[config.mk]
export PLATFORM = sky130hd
export DESIGN_NAME = bit_pair_frame_decoder
export DESIGN_NICKNAME = d
export VERILOG_FILES = /design/src/hdl/bpfd_pkg.sv /design/src/hdl/bit_pair_frame_decoder.sv
export SDC_FILE = /design/constraint.sdc
export NUM_CORES = 1
export LEC_CHECK = 0
export ABC_AREA = 1
export BUFFER_PORTS_ARGS = -buffer_cell sky130_fd_sc_hd__buf_4
export CORE_MARGIN = 2
export CORE_UTILIZATION = 50
export CTS_BUF_LIST = sky130_fd_sc_hd__clkbuf_4
export CTS_CLUSTER_DIAMETER = 200
export DETAILED_ROUTE_END_ITERATION = 12
export PLACE_DENSITY = 0.72
export SKIP_LAST_GASP = 1
export SLEW_MARGIN = 20
export SYNTH_ARGS = -nofsm -noshare
export SYNTH_HDL_FRONTEND = slang
export SYNTH_SLANG_ARGS = --single-unit
[constraint.sdc]
create_clock -name i_clk -period 2.94 [get_ports i_clk]
set_clock_uncertainty 0.2 [all_clocks]
set_input_delay 0.147 -clock i_clk [delete_from_list [all_inputs] [get_ports i_clk]]
set_output_delay 0.147 -clock i_clk [all_outputs]
set_load 0.05 [all_outputs]
[src/hdl/bpfd_pkg.sv]
package bpfd_pkg;

    localparam int CFG_INDEX_W = 1;
    localparam int CFG_DATA_W  = 8;

    localparam logic [CFG_INDEX_W-1:0] CFG_WINDOW_SAMPLES      = 1'd0;
    localparam logic [CFG_INDEX_W-1:0] CFG_EMPTY_CHECK_SAMPLES = 1'd1;

    localparam logic [7:0] WINDOW_SAMPLES_RESET      = 8'd55;
    localparam logic [7:0] EMPTY_CHECK_SAMPLES_RESET = 8'd5;

    localparam logic OP_START  = 1'b0;
    localparam logic OP_SAMPLE = 1'b1;

    localparam logic [1:0] LINES_IDLE = 2'b00;
    localparam logic [1:0] LINES_ONE  = 2'b01;
    localparam logic [1:0] LINES_ZERO = 2'b10;
    localparam logic [1:0] HALF_IDLE  = 2'b11;

    localparam logic [3:0] BIT_POS_FIRST    = 4'd1;
    localparam logic [3:0] BIT_POS_DATA     = 4'd4;
    localparam logic [3:0] BIT_POS_FULL     = 4'd12;
    localparam logic [3:0] CTRL_TOP_BIT_POS = 4'd3;
    localparam logic [3:0] DATA_TOP_BIT_POS = 4'd11;

    typedef struct packed {
        logic       op;
        logic [1:0] start_kind;
        logic [1:0] lines;
    } t_in_beat;

    typedef struct packed {
        logic [3:0] control;
        logic [7:0] data;
        logic       overflow;
        logic       was_empty;
    } t_out_beat;

endpackage

[src/hdl/bit_pair_frame_decoder.sv]
// A beat is captured in the input register and decoded from there into the result
// register, which then offers the frame result. Throughput: one beat per cycle
// unless a result is held up by a stall; input and result registers decouple both
// sides. A result waits only while the result register is still held by a stall.
// Synchronous active-low reset clears all decoder state, the held frame and the
// configuration registers (window 55 samples, empty check 5 samples).
module bit_pair_frame_decoder (
    input  logic                                i_clk,
    input  logic                                i_rst_n,
    input  logic                                i_in_valid,
    output logic                                o_in_stall,
    input  bpfd_pkg::t_in_beat                  i_in_beat,
    output logic                                o_out_valid,
    input  logic                                i_out_stall,
    output bpfd_pkg::t_out_beat                 o_out_beat,
    input  logic                                i_cfg_we,
    input  logic [bpfd_pkg::CFG_INDEX_W-1:0]    i_cfg_index,
    input  logic [bpfd_pkg::CFG_DATA_W-1:0]     i_cfg_data
);

    logic [7:0]          r_window_samples;
    logic [7:0]          r_empty_check_samples;

    logic                r_in_valid;
    bpfd_pkg::t_in_beat  r_in_beat;
    logic                r_out_valid;
    bpfd_pkg::t_out_beat r_out_beat;

    logic       r_in_frame,       n_in_frame;
    logic [7:0] r_sample_index,   n_sample_index;
    logic [3:0] r_bit_pos,        n_bit_pos;
    logic       r_half_pending,   n_half_pending;
    logic       r_first_half,     n_first_half;
    logic [1:0] r_previous_half,  n_previous_half;
    logic [3:0] r_work_control,   n_work_control;
    logic [7:0] r_work_data,      n_work_data;
    logic       r_work_overflow,  n_work_overflow;
    logic       r_seen_activity,  n_seen_activity;
    logic [3:0] r_held_control,   n_held_control;
    logic [7:0] r_held_data,      n_held_data;
    logic       r_held_overflow,  n_held_overflow;

    logic                has_result;
    bpfd_pkg::t_out_beat n_out_beat;
    logic                out_free;
    logic                go;

    always_comb begin
        logic       active;
        logic       half;
        logic       take;
        logic [3:0] ctrl_shift;
        logic [3:0] data_shift;

        n_in_frame      = r_in_frame;
        n_sample_index  = r_sample_index;
        n_bit_pos       = r_bit_pos;
        n_half_pending  = r_half_pending;
        n_first_half    = r_first_half;
        n_previous_half = r_previous_half;
        n_work_control  = r_work_control;
        n_work_data     = r_work_data;
        n_work_overflow = r_work_overflow;
        n_seen_activity = r_seen_activity;
        n_held_control  = r_held_control;
        n_held_data     = r_held_data;
        n_held_overflow = r_held_overflow;
        has_result      = 1'b0;
        active          = 1'b0;
        half            = 1'b0;
        take            = 1'b0;
        ctrl_shift      = bpfd_pkg::CTRL_TOP_BIT_POS - r_bit_pos;
        data_shift      = bpfd_pkg::DATA_TOP_BIT_POS - r_bit_pos;

        if (r_in_beat.op == bpfd_pkg::OP_START) begin
            n_in_frame      = 1'b1;
            n_sample_index  = '0;
            n_bit_pos       = bpfd_pkg::BIT_POS_FIRST;
            n_half_pending  = 1'b0;
            n_first_half    = 1'b0;
            n_previous_half = '0;
            n_work_control  = {r_in_beat.start_kind[1], 3'b000};
            n_work_data     = '0;
            n_work_overflow = 1'b0;
            n_seen_activity = 1'b0;
        end else if (r_in_frame) begin
            if (r_sample_index < r_empty_check_samples
                && r_in_beat.lines != bpfd_pkg::LINES_IDLE) begin
                n_seen_activity = 1'b1;
            end

            case (r_in_beat.lines)
                bpfd_pkg::LINES_ONE: begin
                    active = 1'b1;
                    half   = 1'b1;
                end
                bpfd_pkg::LINES_ZERO: begin
                    active = 1'b1;
                    half   = 1'b0;
                end
                default: begin
                    active = 1'b0;
                end
            endcase

            if (!active) begin
                n_previous_half = bpfd_pkg::HALF_IDLE;
            end else if (!r_half_pending) begin
                if ({1'b0, half} != r_previous_half) begin
                    n_first_half   = half;
                    n_half_pending = 1'b1;
                end
            end else if (half != r_first_half) begin
                n_previous_half = {1'b0, half};
                n_half_pending  = 1'b0;
                take            = 1'b1;
            end

            // second half of a pair decides the bit
            if (take) begin
                if (r_bit_pos >= bpfd_pkg::BIT_POS_FULL) begin
                    n_work_overflow = 1'b1;
                end else begin
                    if (r_bit_pos < bpfd_pkg::BIT_POS_DATA) begin
                        n_work_control[ctrl_shift[1:0]] = r_work_control[ctrl_shift[1:0]] | half;
                    end else begin
                        n_work_data[data_shift[2:0]] = r_work_data[data_shift[2:0]] | half;
                    end
                    n_bit_pos = r_bit_pos + 4'd1;
                end
            end

            n_sample_index = r_sample_index + 8'd1;
            if (n_sample_index == r_window_samples) begin
                has_result = 1'b1;
                n_in_frame = 1'b0;
                if (n_seen_activity) begin
                    n_held_control  = n_work_control;
                    n_held_data     = n_work_data;
                    n_held_overflow = n_work_overflow;
                end
            end
        end

        n_out_beat.control   = n_held_control;
        n_out_beat.data      = n_held_data;
        n_out_beat.overflow  = n_held_overflow;
        n_out_beat.was_empty = !n_seen_activity;
    end

    assign out_free    = !r_out_valid || !i_out_stall;
    assign go          = r_in_valid && (!has_result || out_free);
    assign o_in_stall  = r_in_valid && !go;
    assign o_out_valid = r_out_valid;
    assign o_out_beat  = r_out_beat;

    always_ff @(posedge i_clk) begin
        if (!i_rst_n) begin
            r_window_samples      <= bpfd_pkg::WINDOW_SAMPLES_RESET;
            r_empty_check_samples <= bpfd_pkg::EMPTY_CHECK_SAMPLES_RESET;
        end else if (i_cfg_we) begin
            case (i_cfg_index)
                bpfd_pkg::CFG_WINDOW_SAMPLES:      r_window_samples      <= i_cfg_data;
                bpfd_pkg::CFG_EMPTY_CHECK_SAMPLES: r_empty_check_samples <= i_cfg_data;
                default: ;
            endcase
        end
    end

    always_ff @(posedge i_clk) begin
        if (!i_rst_n) begin
            r_in_valid <= 1'b0;
        end else if (!o_in_stall) begin
            r_in_valid <= i_in_valid;
        end
    end

    always_ff @(posedge i_clk) begin
        if (i_in_valid && !o_in_stall) begin
            r_in_beat <= i_in_beat;
        end
    end

    always_ff @(posedge i_clk) begin
        if (!i_rst_n) begin
            r_out_valid <= 1'b0;
        end else if (go && has_result) begin
            r_out_valid <= 1'b1;
        end else if (!i_out_stall) begin
            r_out_valid <= 1'b0;
        end
    end

    always_ff @(posedge i_clk) begin
        if (go && has_result) begin
            r_out_beat <= n_out_beat;
        end
    end

    always_ff @(posedge i_clk) begin
        if (!i_rst_n) begin
            r_in_frame      <= 1'b0;
            r_sample_index  <= '0;
            r_bit_pos       <= bpfd_pkg::BIT_POS_FIRST;
            r_half_pending  <= 1'b0;
            r_first_half    <= 1'b0;
            r_previous_half <= '0;
            r_work_control  <= '0;
            r_work_data     <= '0;
            r_work_overflow <= 1'b0;
            r_seen_activity <= 1'b0;
            r_held_control  <= '0;
            r_held_data     <= '0;
            r_held_overflow <= 1'b0;
        end else if (go) begin
            r_in_frame      <= n_in_frame;
            r_sample_index  <= n_sample_index;
            r_bit_pos       <= n_bit_pos;
            r_half_pending  <= n_half_pending;
            r_first_half    <= n_first_half;
            r_previous_half <= n_previous_half;
            r_work_control  <= n_work_control;
            r_work_data     <= n_work_data;
            r_work_overflow <= n_work_overflow;
            r_seen_activity <= n_seen_activity;
            r_held_control  <= n_held_control;
            r_held_data     <= n_held_data;
            r_held_overflow <= n_held_overflow;
        end
    end

    // bit position stays within the eleven-bit frame plus the overflow slot
    a_bit_pos_range: assert property (@(posedge i_clk) disable iff (!i_rst_n)
        r_bit_pos >= bpfd_pkg::BIT_POS_FIRST && r_bit_pos <= bpfd_pkg::BIT_POS_FULL)
        else $error("bit position out of range");

    a_overflow_full: assert property (@(posedge i_clk) disable iff (!i_rst_n)
        r_work_overflow |-> r_bit_pos == bpfd_pkg::BIT_POS_FULL)
        else $error("overflow flagged before frame was full");

    // a pending result always matches the held frame
    a_out_matches_held: assert property (@(posedge i_clk) disable iff (!i_rst_n)
        r_out_valid |-> (r_out_beat.control == r_held_control
                         && r_out_beat.data == r_held_data
                         && r_out_beat.overflow == r_held_overflow))
        else $error("result beat differs from held frame");

endmodule
==> results of run 1 <==
[cells in the final DEF, fill, tap and decap left out, drive strengths merged]
master | netlist | final
nand3 | 46 | 46
buf | 16 | 44
edfxtp | 18 | 18
o31a | 1 | 1
o21ai | 45 | 45
xnor2 | 1 | 1
mux2i | 1 | 1
dlygate4sd3 | 0 | 25
clkinv | 3 | 8
nand2 | 130 | 130
dfxtp | 62 | 62
clkbuf | 5 | 9
or2 | 3 | 3
clkinvlp | 0 | 2
o211ai | 2 | 2
o22ai | 1 | 1
o21a | 3 | 3
nor2 | 66 | 66
ha | 15 | 15
nor3 | 7 | 7
inv | 63 | 63
nand3b | 10 | 10
nand4 | 11 | 11
a21oi | 49 | 49
a31oi | 2 | 2
xor2 | 2 | 2
[what timing repair did]
item                                    4_1_cts  5_1_grt
hold buffers                                 25        0
resized for setup                             2        6
buffers inserted                              0        1
hold endpoints to repair                     45        0
endpoints found under the setup margin        1       15
[worst paths after layout]
path | end | depth (start not counted) | slack [ps] | from
max | o_in_stall | 9 | 240 | r_sample_index[0]
min | r_window_samples[3] | 5 | 80 | i_cfg_we
max reg2reg | o_out_beat[8] | 9 | 280 | r_sample_index[0]
min reg2reg | r_work_overflow | 2 | 270 | r_work_overflow
[layout make-up]
type,instances,area (sq um)
Clock buffer,9,67.6
Clock inverter,7,38.8
Fill cell,724,3280
Inverter,66,248
Multi-Input combinational cell,395,1990
Sequential cell,80,1790
Tap cell,105,131
Timing Repair Buffer,69,584
[worst min-delay path, stage by stage]
cell and delay, ps:
buf_4 110, inv_1 50, nor2_1 70, clkinv_1 190, a21oi_1 100
[flip-flops by register name (all words and copies together) (netlist names)]
signal and count:
r_first_half 1, r_previous_half 2, r_work_data 8, r_sample_index 8
r_held_control 4, r_work_control 4, r_half_pending 1, r_bit_pos 4
o_out_valid 1, r_empty_check_samples 8, r_in_frame 1, r_held_data 8
r_window_samples 8, r_in_beat 4, r_in_valid 1, r_seen_activity 1
o_out_beat 14, r_work_overflow 1, r_held_overflow 1
[cell families (layout without fill, tap and decap cells)]
group                      Yosys count  count (layout)
buffers and inverters               87             151
and+or+nand+nor                    273             273
muxes                                1               1
DFF                                 80              80
AOI/OAI and AO/OA                  103             103
adders and majority gates           15              15
xor gates and xnor gates             3               3
[synthesized netlist by cell type, types with 7 or more instances]
library cell,count,area (sq um)
a21oi_1,48,240
dfxtp_1,62,1240
edfxtp_1,18,541
ha_1,15,188
inv_1,59,221
nand2_1,129,484
nand3_1,45,225
nand3b_1,10,75.1
nand4_1,10,62.6
nor2_1,62,233
o21ai_0,38,190
o21ai_2,7,61.3
[per-layer routing]
layer / wire length [um] / track usage [%] / vias up / part of all wire (%)
li1: - / - / 1960 / -
met1: 4060 / 25.9 / 1767 / 43
met2: 4860 / 41.4 / 64 / 52
met3: 278 / 4.82 / 15 / 3.0
met4: 194 / 6.28 / 0 / 2.1
met5: 0 / 0 / - / 0
[per-stage QoR]
stage	hold slack [ps]	cell area (sq um)
CTS	51.8	4830
global route	127	4850
finish	80.5	4850
detailed placement	127	4470
floorplan	45.9	4140
global placement	125	4470
[report_power, final]
part           switching, uW  internal (uW)  leakage, uW
clock network            374            165    0.0000589
logic                    138           96.4      0.00125
registers               23.0           1160     0.000672
==> impl_table.tex, run 1 <==
\begin{tabular}{lr}
\hline
Metric & Value \\
\hline
\multicolumn{2}{l}{\textbf{Run status}} \\
\quad Outcome & finished, final reports clean \\
\multicolumn{2}{l}{\textbf{STA}} \\
\quad Worst slew slack as a fraction of its limit & 62.5\% \\
\quad RSZ-0062 raised after global routing & no \\
\quad Highest Clock Rate & 370 MHz \\
\quad Worst Setup Slack, final & 235 ps \\
\quad Final count of negative-setup-slack endpoints & 0 \\
\quad Final worst path period share & 92.0\% \\
\quad Transition time at the pin with the least slew margin & $\sim$560 ps \\
\quad Pins over their slew limit & 0 \\
\quad Crit path time final & 2700 ps \\
\quad Fin. Hold Viols & 0 \\
\quad Setup tns final & 0 ps \\
\multicolumn{2}{l}{\textbf{Yosys}} \\
\quad Xor and xnor fraction of the mapped netlist area & 0.634\% \\
\quad Leading register cell type out of synthesis & dfxtp\_1 \\
\quad Cell area after synthesis & 4140 sq um \\
\quad Number of flip-flops and latches in the synthesized netlist & 80 \\
\quad Synthesized area per cell & 7.37 sq um \\
\quad Simple logic cell fraction of the synthesized area & 28.9\% \\
\quad Async set-or-reset flop fraction in the synthesized netlist & 0\% \\
\quad Synthesized-area fraction occupied by ao, oa, aoi and oai cells & $\sim$14\% \\
\quad Main combinational cell family by area after synthesis & simple AND/OR/NAND/NOR gates \\
\quad Cell count after synthesis & 562 \\
\quad Synth Net Count & 596 \\
\quad Synth cell types & 35 \\
\quad Proportion of synthesized area in mux cells & less than 1\% \\
\quad Post-synth EDFFs & 18 \\
\quad Synth Area in Adders & 4.53\% \\
\quad Count of warnings emitted by yosys & 0 \\
\quad Share of synthesized area occupied by flip-flops and latches & 43.0\% \\
\multicolumn{2}{l}{\textbf{Clock network}} \\
\quad Total CTS buffers & 9 \\
\quad Clock tree from TritonCTS & yes \\
\quad Clock sink total & 80 \\
\quad Number of H-tree branching levels & 3 \\
\quad CTS Root Cell & clkbuf\_4 \\
\quad Clock transition at the registers of the reported paths & approximately 130 ps \\
\quad Buffer levels on the longest clock path & 2 \\
\quad Latest clock arrival within the worst-skew pair & 430 ps \\
\multicolumn{2}{l}{\textbf{Die}} \\
\quad Die ar. & 9030 sq um \\
\quad I/O pin cnt & 35 \\
\quad Initial standard-cell utilization of the core & 50.9\% \\
\quad Horizontal extent of the die & $\sim$95 um \\
\quad Area of the core & 8130 sq um \\
\quad Row count & 33 \\
\quad Die extent in y & 95.0 um \\
\multicolumn{2}{l}{\textbf{Worst setup path}} \\
\quad Count of buffer and inverter cells on the critical path & 3 \\
\quad Critical path peak fanout & 7 \\
\quad Chain of cells forming the critical path & ha\_2 > xor2\_1 > xor2\_1 > nor3\_2 > nand2\_1 > inv\_2 > nand4\_1 > inv\_1 > buf\_6 \\
\quad Signal arrival time at the worst endpoint & 2360 ps \\
\quad Worst setup path class & reg2out \\
\quad CP most frequent cell & xor2\_1 \\
\quad Kind of end point of the critical path & output port \\
\quad CP max-delay cell & dfxtp\_4 \\
\quad Family with the most delay on the worst path & simple AND/OR/NAND/NOR gates \\
\quad Worst stage delay on the critical path & about 400 ps \\
\quad Startpoint types & flop \\
\quad Required time worst endpoint & between 2000 and 3000 ps \\
\multicolumn{2}{l}{\textbf{Route}} \\
\quad Total length of routed wires & 9400 um \\
\quad Count of vias placed by the detailed router & 3806 \\
\quad Wire length per cell & approximately 13 um \\
\quad 1st-iter DRT viols & 173 \\
\quad Residual DRC count & 0 \\
\quad Residual antenna-violating net count after detailed routing & 0 \\
\quad Via-per-instance ratio & 5.21 \\
\quad Iteration count of the initial detailed-routing pass & 4 \\
\multicolumn{2}{l}{\textbf{Placed design}} \\
\quad Global placer's final weighted congestion & approximately 0.88 \\
\quad Port-buffer cells & 33 \\
\quad Worst-case setup slack after placement & 102 ps \\
\quad Inst Count DP & 689 \\
\quad Post-detail-place hpwl & 6440 um \\
\multicolumn{2}{l}{\textbf{Global routing}} \\
\quad Number of global-route vias before repair & 3550 \\
\quad Final global-route overflow total & 0 \\
\quad Largest net degree at the start of global routing & 35 \\
\quad Initial antenna violation count & 0 \\
\quad Aggregate global-route resource usage & 22.4\% \\
\quad First-pass GRT wire length & 15900 um \\
\multicolumn{2}{l}{\textbf{Power}} \\
\quad Power Total & 1950 uW \\
\quad Leakage component of the power & around 0.002 uW \\
\quad Pwr dens & 403 nW/um\^{}2 \\
\quad Worst vdd rail ir drop & 0.237 mV \\
\multicolumn{2}{l}{\textbf{Layout}} \\
\quad Cell Count, Final, Fillers Out & 731 \\
\quad Number of nets at the end of the flow & 655 \\
\quad Antenna diode count & 0 \\
\quad Fraction of final layout cells with drive strength greater than 1 & about 14\% \\
\quad Area growth, synth to finish & 17.0\% \\
\quad Post-layout utilization of the core & 59.6\% \\
\multicolumn{2}{l}{\textbf{Hold path}} \\
\quad Type of the worst min-delay path & in2reg \\
\multicolumn{2}{l}{\textbf{Flow run}} \\
\quad Max-capacitance violation count & 0 \\
\hline
\end{tabular}
Note: power is estimated with default switching activity, not from simulation.
==> run 2, diff against run 1 <==
- SETUP_SLACK_MARGIN: unset -> 0.4
==> impl_table.tex, run 2 (synthesized netlist as in run 1, its figures left out) <==
\begin{tabular}{lr}
\hline
Metric & Value \\
\hline
\multicolumn{2}{l}{\textbf{Layout}} \\
\quad Commonest non-fill, non-tap cell in the layout & nand2\_1 \\
\quad Number of nets at the end of the flow & 674 \\
\quad Commonest cells after routing, fill and taps aside & nand2\_1, buf\_4, nor2\_1 \\
\quad Fraction of final layout cells with drive strength greater than 1 & $\sim$20\% \\
\quad Antenna diode count & 0 \\
\quad Post-layout utilization of the core & between 60\% and 70\% \\
\quad Max reg flops & 14 \\
\quad Area growth, synth to finish & 24.1\% \\
\multicolumn{2}{l}{\textbf{Worst setup path}} \\
\quad Critical path peak fanout & 5 \\
\quad Required time worst endpoint & 3050 ps \\
\quad Worst setup path class & reg2reg \\
\quad Cell depth of the worst flop-to-flop path & 17 \\
\quad Kind of end point of the critical path & flop \\
\quad Launching point of the worst reg2reg path & r\_sample\_index[0] \\
\quad R2R Path End & r\_in\_frame \\
\quad R2R Setup Slk & 370 ps \\
\quad Signal arrival time at the worst endpoint & between 2000 and 3000 ps \\
\quad Startpoint types & flop \\
\multicolumn{2}{l}{\textbf{Route}} \\
\quad Iteration count of the initial detailed-routing pass & 5 \\
\quad Wire length per cell & 13.7 um \\
\quad Total length of routed wires & 10300 um \\
\quad Count of vias placed by the detailed router & $\sim$4000 \\
\quad Via-per-instance ratio & 5.29 \\
\quad Residual antenna-violating net count after detailed routing & 0 \\
\quad 1st-iter DRT viols & 207 \\
\quad Residual DRC count & 0 \\
\multicolumn{2}{l}{\textbf{STA}} \\
\quad Final count of negative-setup-slack endpoints & 0 \\
\quad Final worst path period share & 87.3\% \\
\quad Pins over their slew limit & 0 \\
\quad Fin. Hold Viols & 0 \\
\quad Highest Clock Rate & $\sim$390 MHz \\
\quad RSZ-0062 raised after global routing & yes \\
\quad Transition time at the pin with the least slew margin & 427 ps \\
\quad Worst slew slack as a fraction of its limit & 71.5\% \\
\quad Crit path time final & 2570 ps \\
\quad Setup tns final & 0 ps \\
\multicolumn{2}{l}{\textbf{Power}} \\
\quad Relative contribution of the clock network to total power & 27.6\% \\
\quad Gate power share & 12.5\% \\
\quad Worst vdd rail ir drop & 0.241 mV \\
\quad Sequential power share & 59.9\% \\
\quad Leakage component of the power & 0.00210 uW \\
\quad Pwr dens & 383 nW/um\^{}2 \\
\quad Sw power & 549 uW \\
\quad Internal portion of total power & 1420 uW \\
\quad Fraction of power spent switching nets & around 28\% \\
\multicolumn{2}{l}{\textbf{Die}} \\
\quad Horizontal extent of the die & around 95 um \\
\quad Initial standard-cell utilization of the core & 50.9\% \\
\quad Row count & 33 \\
\quad Area of the core & 8130 sq um \\
\quad Die ar. & between 9000 and 10000 sq um \\
\quad Die extent in y & 95.0 um \\
\quad I/O pin cnt & 35 \\
\multicolumn{2}{l}{\textbf{Placed design}} \\
\quad Global placer's final weighted congestion & 0.879 \\
\quad Post-detail-place hpwl & 6440 um \\
\quad Port-buffer cells & 33 \\
\multicolumn{2}{l}{\textbf{Global routing}} \\
\quad Met2 routing resource usage after global routing & 42.4\% \\
\quad Most utilized layer in the global route result & met2 \\
\quad Largest net degree at the start of global routing & 35 \\
\quad Global routing usage on met1 & between 20\% and 30\% \\
\quad Final global-route overflow total & 0 \\
\quad Number of global-route vias before repair & 3679 \\
\quad Aggregate global-route resource usage & 23.2\% \\
\quad First-pass GRT wire length & 16500 um \\
\quad Met3 global-route usage & 4.90\% \\
\quad Initial antenna violation count & 0 \\
\multicolumn{2}{l}{\textbf{Hold path}} \\
\quad Worst hold path startpoint & i\_cfg\_we \\
\quad Type of the worst min-delay path & in2reg \\
\quad Instance count along the most critical hold path & 3 \\
\quad Hold Path Sink & r\_empty\_check\_samples[3] \\
\multicolumn{2}{l}{\textbf{Run status}} \\
\quad Outcome & finished, final reports clean \\
\multicolumn{2}{l}{\textbf{Flow run}} \\
\quad Max-capacitance violation count & 0 \\
\multicolumn{2}{l}{\textbf{Clock network}} \\
\quad Total CTS buffers & 9 \\
\quad Latest clock arrival within the worst-skew pair & 430 ps \\
\quad Clock tree from TritonCTS & yes \\
\quad Clock transition at the registers of the reported paths & roughly 130 ps \\
\quad CTS Root Cell & clkbuf\_4 \\
\quad Clock sink total & 80 \\
\quad Buffer levels on the longest clock path & 2 \\
\quad Number of H-tree branching levels & 3 \\
\hline
\end{tabular}
run 2: cell count changes in the layout (fill, tap and decap cells not counted), sizes merged:
cell and change:
clkinvlp +2, inv -1, clkinv -1, buf +19
run 2: layout make-up:
| class | count | area (sq um) |
|---|---|---|
| Clock buffer | 9 | 67.6 |
| Multi-Input combinational cell | 395 | 2090 |
| Fill cell | 687 | 2990 |
| Timing Repair Buffer | 88 | 751 |
| Inverter | 66 | 258 |
| Sequential cell | 80 | 1800 |
| Clock inverter | 7 | 38.8 |
| Tap cell | 105 | 131 |
run 2: how the worst max path moves through the flow:
| stage | start | endpoint | slack (ps) | depth (start not counted) |
|---|---|---|---|---|
| 6_report | r_sample_index[0] | r_in_frame | 370 | 17 |
| 4_1_cts | r_sample_index[0] | o_in_stall | 400 | 14 |
| 3_3_place_gp | r_sample_index[0] | o_out_beat[0] | 260 | 9 |
| 3_5_place_dp | r_sample_index[0] | o_out_beat[0] | 100 | 9 |
| 5_1_grt | r_sample_index[0] | o_in_stall | 210 | 12 |
| 2_1_floorplan | r_sample_index[0] | o_out_beat[0] | 440 | 10 |
run 2: power groups by stage:
stage                     Clock [uW]  Combinational [uW]  Sequential, uW
final                            544                 246            1180
after floorplan                    0                 151            1200
after CTS                        553                 234            1180
after global placement             0                 199            1200
after global routing             606                 275            1180
after detailed placement           0                 205            1210
run 2: critical path: stages (launching register included):
cell,delay (ps)
dfxtp_4,410
ha_4,190
nand4_1,130
nand3b_1,120
nand2_1,60
inv_1,60
nand3_2,80
nor2_4,130
nand2_2,70
buf_4,140
buf_6,100
buf_4,120
buf_4,120
buf_4,120
buf_4,120
buf_4,120
o21ai_2,90
a21oi_1,70
run 2: per-layer routing:
layer,vias to the layer above,share of wire (%)
met5,-,0
met4,0,1.8
met3,16,3.8
met2,84,52
met1,1874,42
li1,1996,-
run 2: what timing repair did:
action / 4_1_cts / 5_1_grt
buffers inserted: 14 / 6
hold buffers: 25 / 0
resized for setup: 22 / 29
setup endpoints to repair: 53 / 71
endpoints found under the hold margin: 45 / 0
pin swaps: 5 / 12
run 2: stage by stage:
step | instance area, sq um | instances | setup slack (ps) | total power (uW) | hold slack, ps
after detailed placement | 4470 | 689 | 102 | 1410 | 127
final | 5140 | 750 | 372 | 1970 | 80.9
after floorplan | 4140 | 562 | 441 | 1350 | 45.9
after global placement | 4470 | 689 | 255 | 1400 | 125
after CTS | 5010 | 744 | 404 | 1970 | 52.0
after global routing | 5140 | 750 | 206 | 2060 | 127
==> run 3, diff against run 2 <==
- CAP_MARGIN: unset -> 15
- RECOVER_POWER: unset -> 50
==> impl_table.tex, run 3 (synthesized netlist as in run 1, its figures left out) <==
\begin{tabular}{lr}
\hline
Metric & Value \\
\hline
\multicolumn{2}{l}{\textbf{STA}} \\
\quad RSZ-0062 raised after global routing & yes \\
\quad Highest Clock Rate & approximately 370 MHz \\
\quad Worst hold margin & 82.0 ps \\
\quad Transition time at the pin with the least slew margin & just over 600 ps \\
\quad Setup tns final & 0 ps \\
\quad Pins over their slew limit & 0 \\
\quad Final worst path period share & 91.4\% \\
\quad Crit path time final & roughly 2700 ps \\
\quad Fin. Hold Viols & 0 \\
\quad Worst slew slack as a fraction of its limit & 59.6\% \\
\quad Final count of negative-setup-slack endpoints & 0 \\
\multicolumn{2}{l}{\textbf{Route}} \\
\quad Residual DRC count & 0 \\
\quad Wire length per cell & 13.6 um \\
\quad Residual antenna-violating net count after detailed routing & 0 \\
\quad Total length of routed wires & roughly 10000 um \\
\quad Count of vias placed by the detailed router & 3952 \\
\quad Iteration count of the initial detailed-routing pass & 6 \\
\quad 1st-iter DRT viols & approximately 210 \\
\quad Via-per-instance ratio & 5.27 \\
\multicolumn{2}{l}{\textbf{Layout}} \\
\quad Number of nets at the end of the flow & 674 \\
\quad Area growth, synth to finish & 22.5\% \\
\quad Antenna diode count & 0 \\
\quad Fraction of final layout cells with drive strength greater than 1 & 17.5\% \\
\quad Cell Count, Final, Fillers Out & 750 \\
\quad Post-layout utilization of the core & 62.4\% \\
\quad Commonest non-fill, non-tap cell in the layout & nand2\_1 \\
\quad Commonest cells after routing, fill and taps aside & nand2\_1, nor2\_1, inv\_1, dfxtp\_1, a21oi\_1 \\
\quad Max reg flops & 14 \\
\multicolumn{2}{l}{\textbf{Placed design}} \\
\quad Inst Count DP & between 600 and 700 \\
\quad Global placer's final weighted congestion & 0.879 \\
\quad Port-buffer cells & 33 \\
\quad Post-detail-place hpwl & 6440 um \\
\multicolumn{2}{l}{\textbf{Die}} \\
\quad Die ar. & 9030 sq um \\
\quad I/O pin cnt & 35 \\
\quad Row count & 33 \\
\quad Horizontal extent of the die & between 90 and 100 um \\
\quad Die extent in y & 95.0 um \\
\quad Initial standard-cell utilization of the core & approximately 50\% \\
\quad Area of the core & between 8000 and 9000 sq um \\
\multicolumn{2}{l}{\textbf{Worst setup path}} \\
\quad Critical path peak fanout & 5 \\
\quad Required time worst endpoint & 3050 ps \\
\quad Signal arrival time at the worst endpoint & 2800 ps \\
\quad Worst setup path class & reg2reg \\
\quad Kind of end point of the critical path & flop \\
\quad Launching point of the worst reg2reg path & r\_sample\_index[1] \\
\quad Worst Setup SP & r\_sample\_index[1] \\
\quad Startpoint types & flop \\
\multicolumn{2}{l}{\textbf{Power}} \\
\quad Worst vdd rail ir drop & 0.241 mV \\
\quad Power Total & 1970 uW \\
\quad Leakage component of the power & 0.00204 uW \\
\quad Pwr dens & roughly 390 nW/um\^{}2 \\
\multicolumn{2}{l}{\textbf{Clock network}} \\
\quad Clock sink total & 80 \\
\quad Buffer levels on the longest clock path & 2 \\
\quad Total CTS buffers & 9 \\
\quad Clock tree from TritonCTS & yes \\
\quad Clock transition at the registers of the reported paths & between 100 and 150 ps \\
\quad CTS Root Cell & clkbuf\_4 \\
\quad Latest clock arrival within the worst-skew pair & 430 ps \\
\quad Number of H-tree branching levels & 3 \\
\multicolumn{2}{l}{\textbf{Hold path}} \\
\quad Type of the worst min-delay path & in2reg \\
\quad Worst hold path startpoint & i\_cfg\_we \\
\multicolumn{2}{l}{\textbf{Run status}} \\
\quad Outcome & finished, final reports clean \\
\multicolumn{2}{l}{\textbf{Global routing}} \\
\quad Aggregate global-route resource usage & 23.2\% \\
\quad First-pass GRT wire length & 16500 um \\
\quad Final global-route overflow total & 0 \\
\quad Number of global-route vias before repair & $\sim$3700 \\
\quad Largest net degree at the start of global routing & 35 \\
\quad Initial antenna violation count & 0 \\
\multicolumn{2}{l}{\textbf{Flow run}} \\
\quad Max-capacitance violation count & 0 \\
\hline
\end{tabular}
[run 3: per-layer routing]
layer	vias to the layer above	GRT usage, %	wire length [um]
met5	-	0	0
met4	0	7.37	198
met3	17	4.90	411
met2	80	42.4	5380
met1	1860	27.0	4180
li1	1995	-	-
[run 3: final cells by class]
class                   instances  area (sq um)
fillers                       710          3060
multi-input cells             395          2090
flip-flops and latches         80          1800
repair buffers                 88           691
inverters                      66           258
well taps                     105           131
clock buffers                   9          67.6
clock inverters                 7          38.8
[run 3: final timing paths]
kind,end,depth (start not counted),slack [ps]
max,r_in_frame,17,250
min,r_empty_check_samples[3],3,80
max reg2reg,r_in_frame,17,250
min reg2reg,r_work_overflow,2,270
[run 3: timing repair]
| item | 4_1_cts | 5_1_grt |
|---|---|---|
| resized for setup | 22 | 29 |
| endpoints found under the hold margin | 45 | 0 |
| hold buffers | 25 | 0 |
| endpoints found under the setup margin | 53 | 71 |
| setup buffers | 14 | 6 |
| pin swaps | 5 | 12 |
[run 3: through the flow]
stage / setup WS (ps) / cell area, sq um
floorplan: 441 / 4140
CTS: 404 / 5010
global placement: 255 / 4470
global route: 88.8 / 5080
detailed placement: 102 / 4470
finish: 252 / 5080
[run 3: worst max-delay path, cell delays in order (launching register included)]
cell and delay, ps:
dfxtp_1 490, ha_4 220, nand4_1 140, nand3b_1 120
nand2_1 60, inv_1 60, nand3_2 80, nor2_4 130
nand2_2 70, buf_4 140, buf_6 100, buf_4 120
buf_4 120, buf_4 120, buf_4 120, buf_4 120
o21ai_2 90, a21oi_1 70
[run 3: power breakdown]
group / switching (uW) / internal [uW]
logic: 145 / 99.4
clock network: 377 / 165
registers: 24.5 / 1160
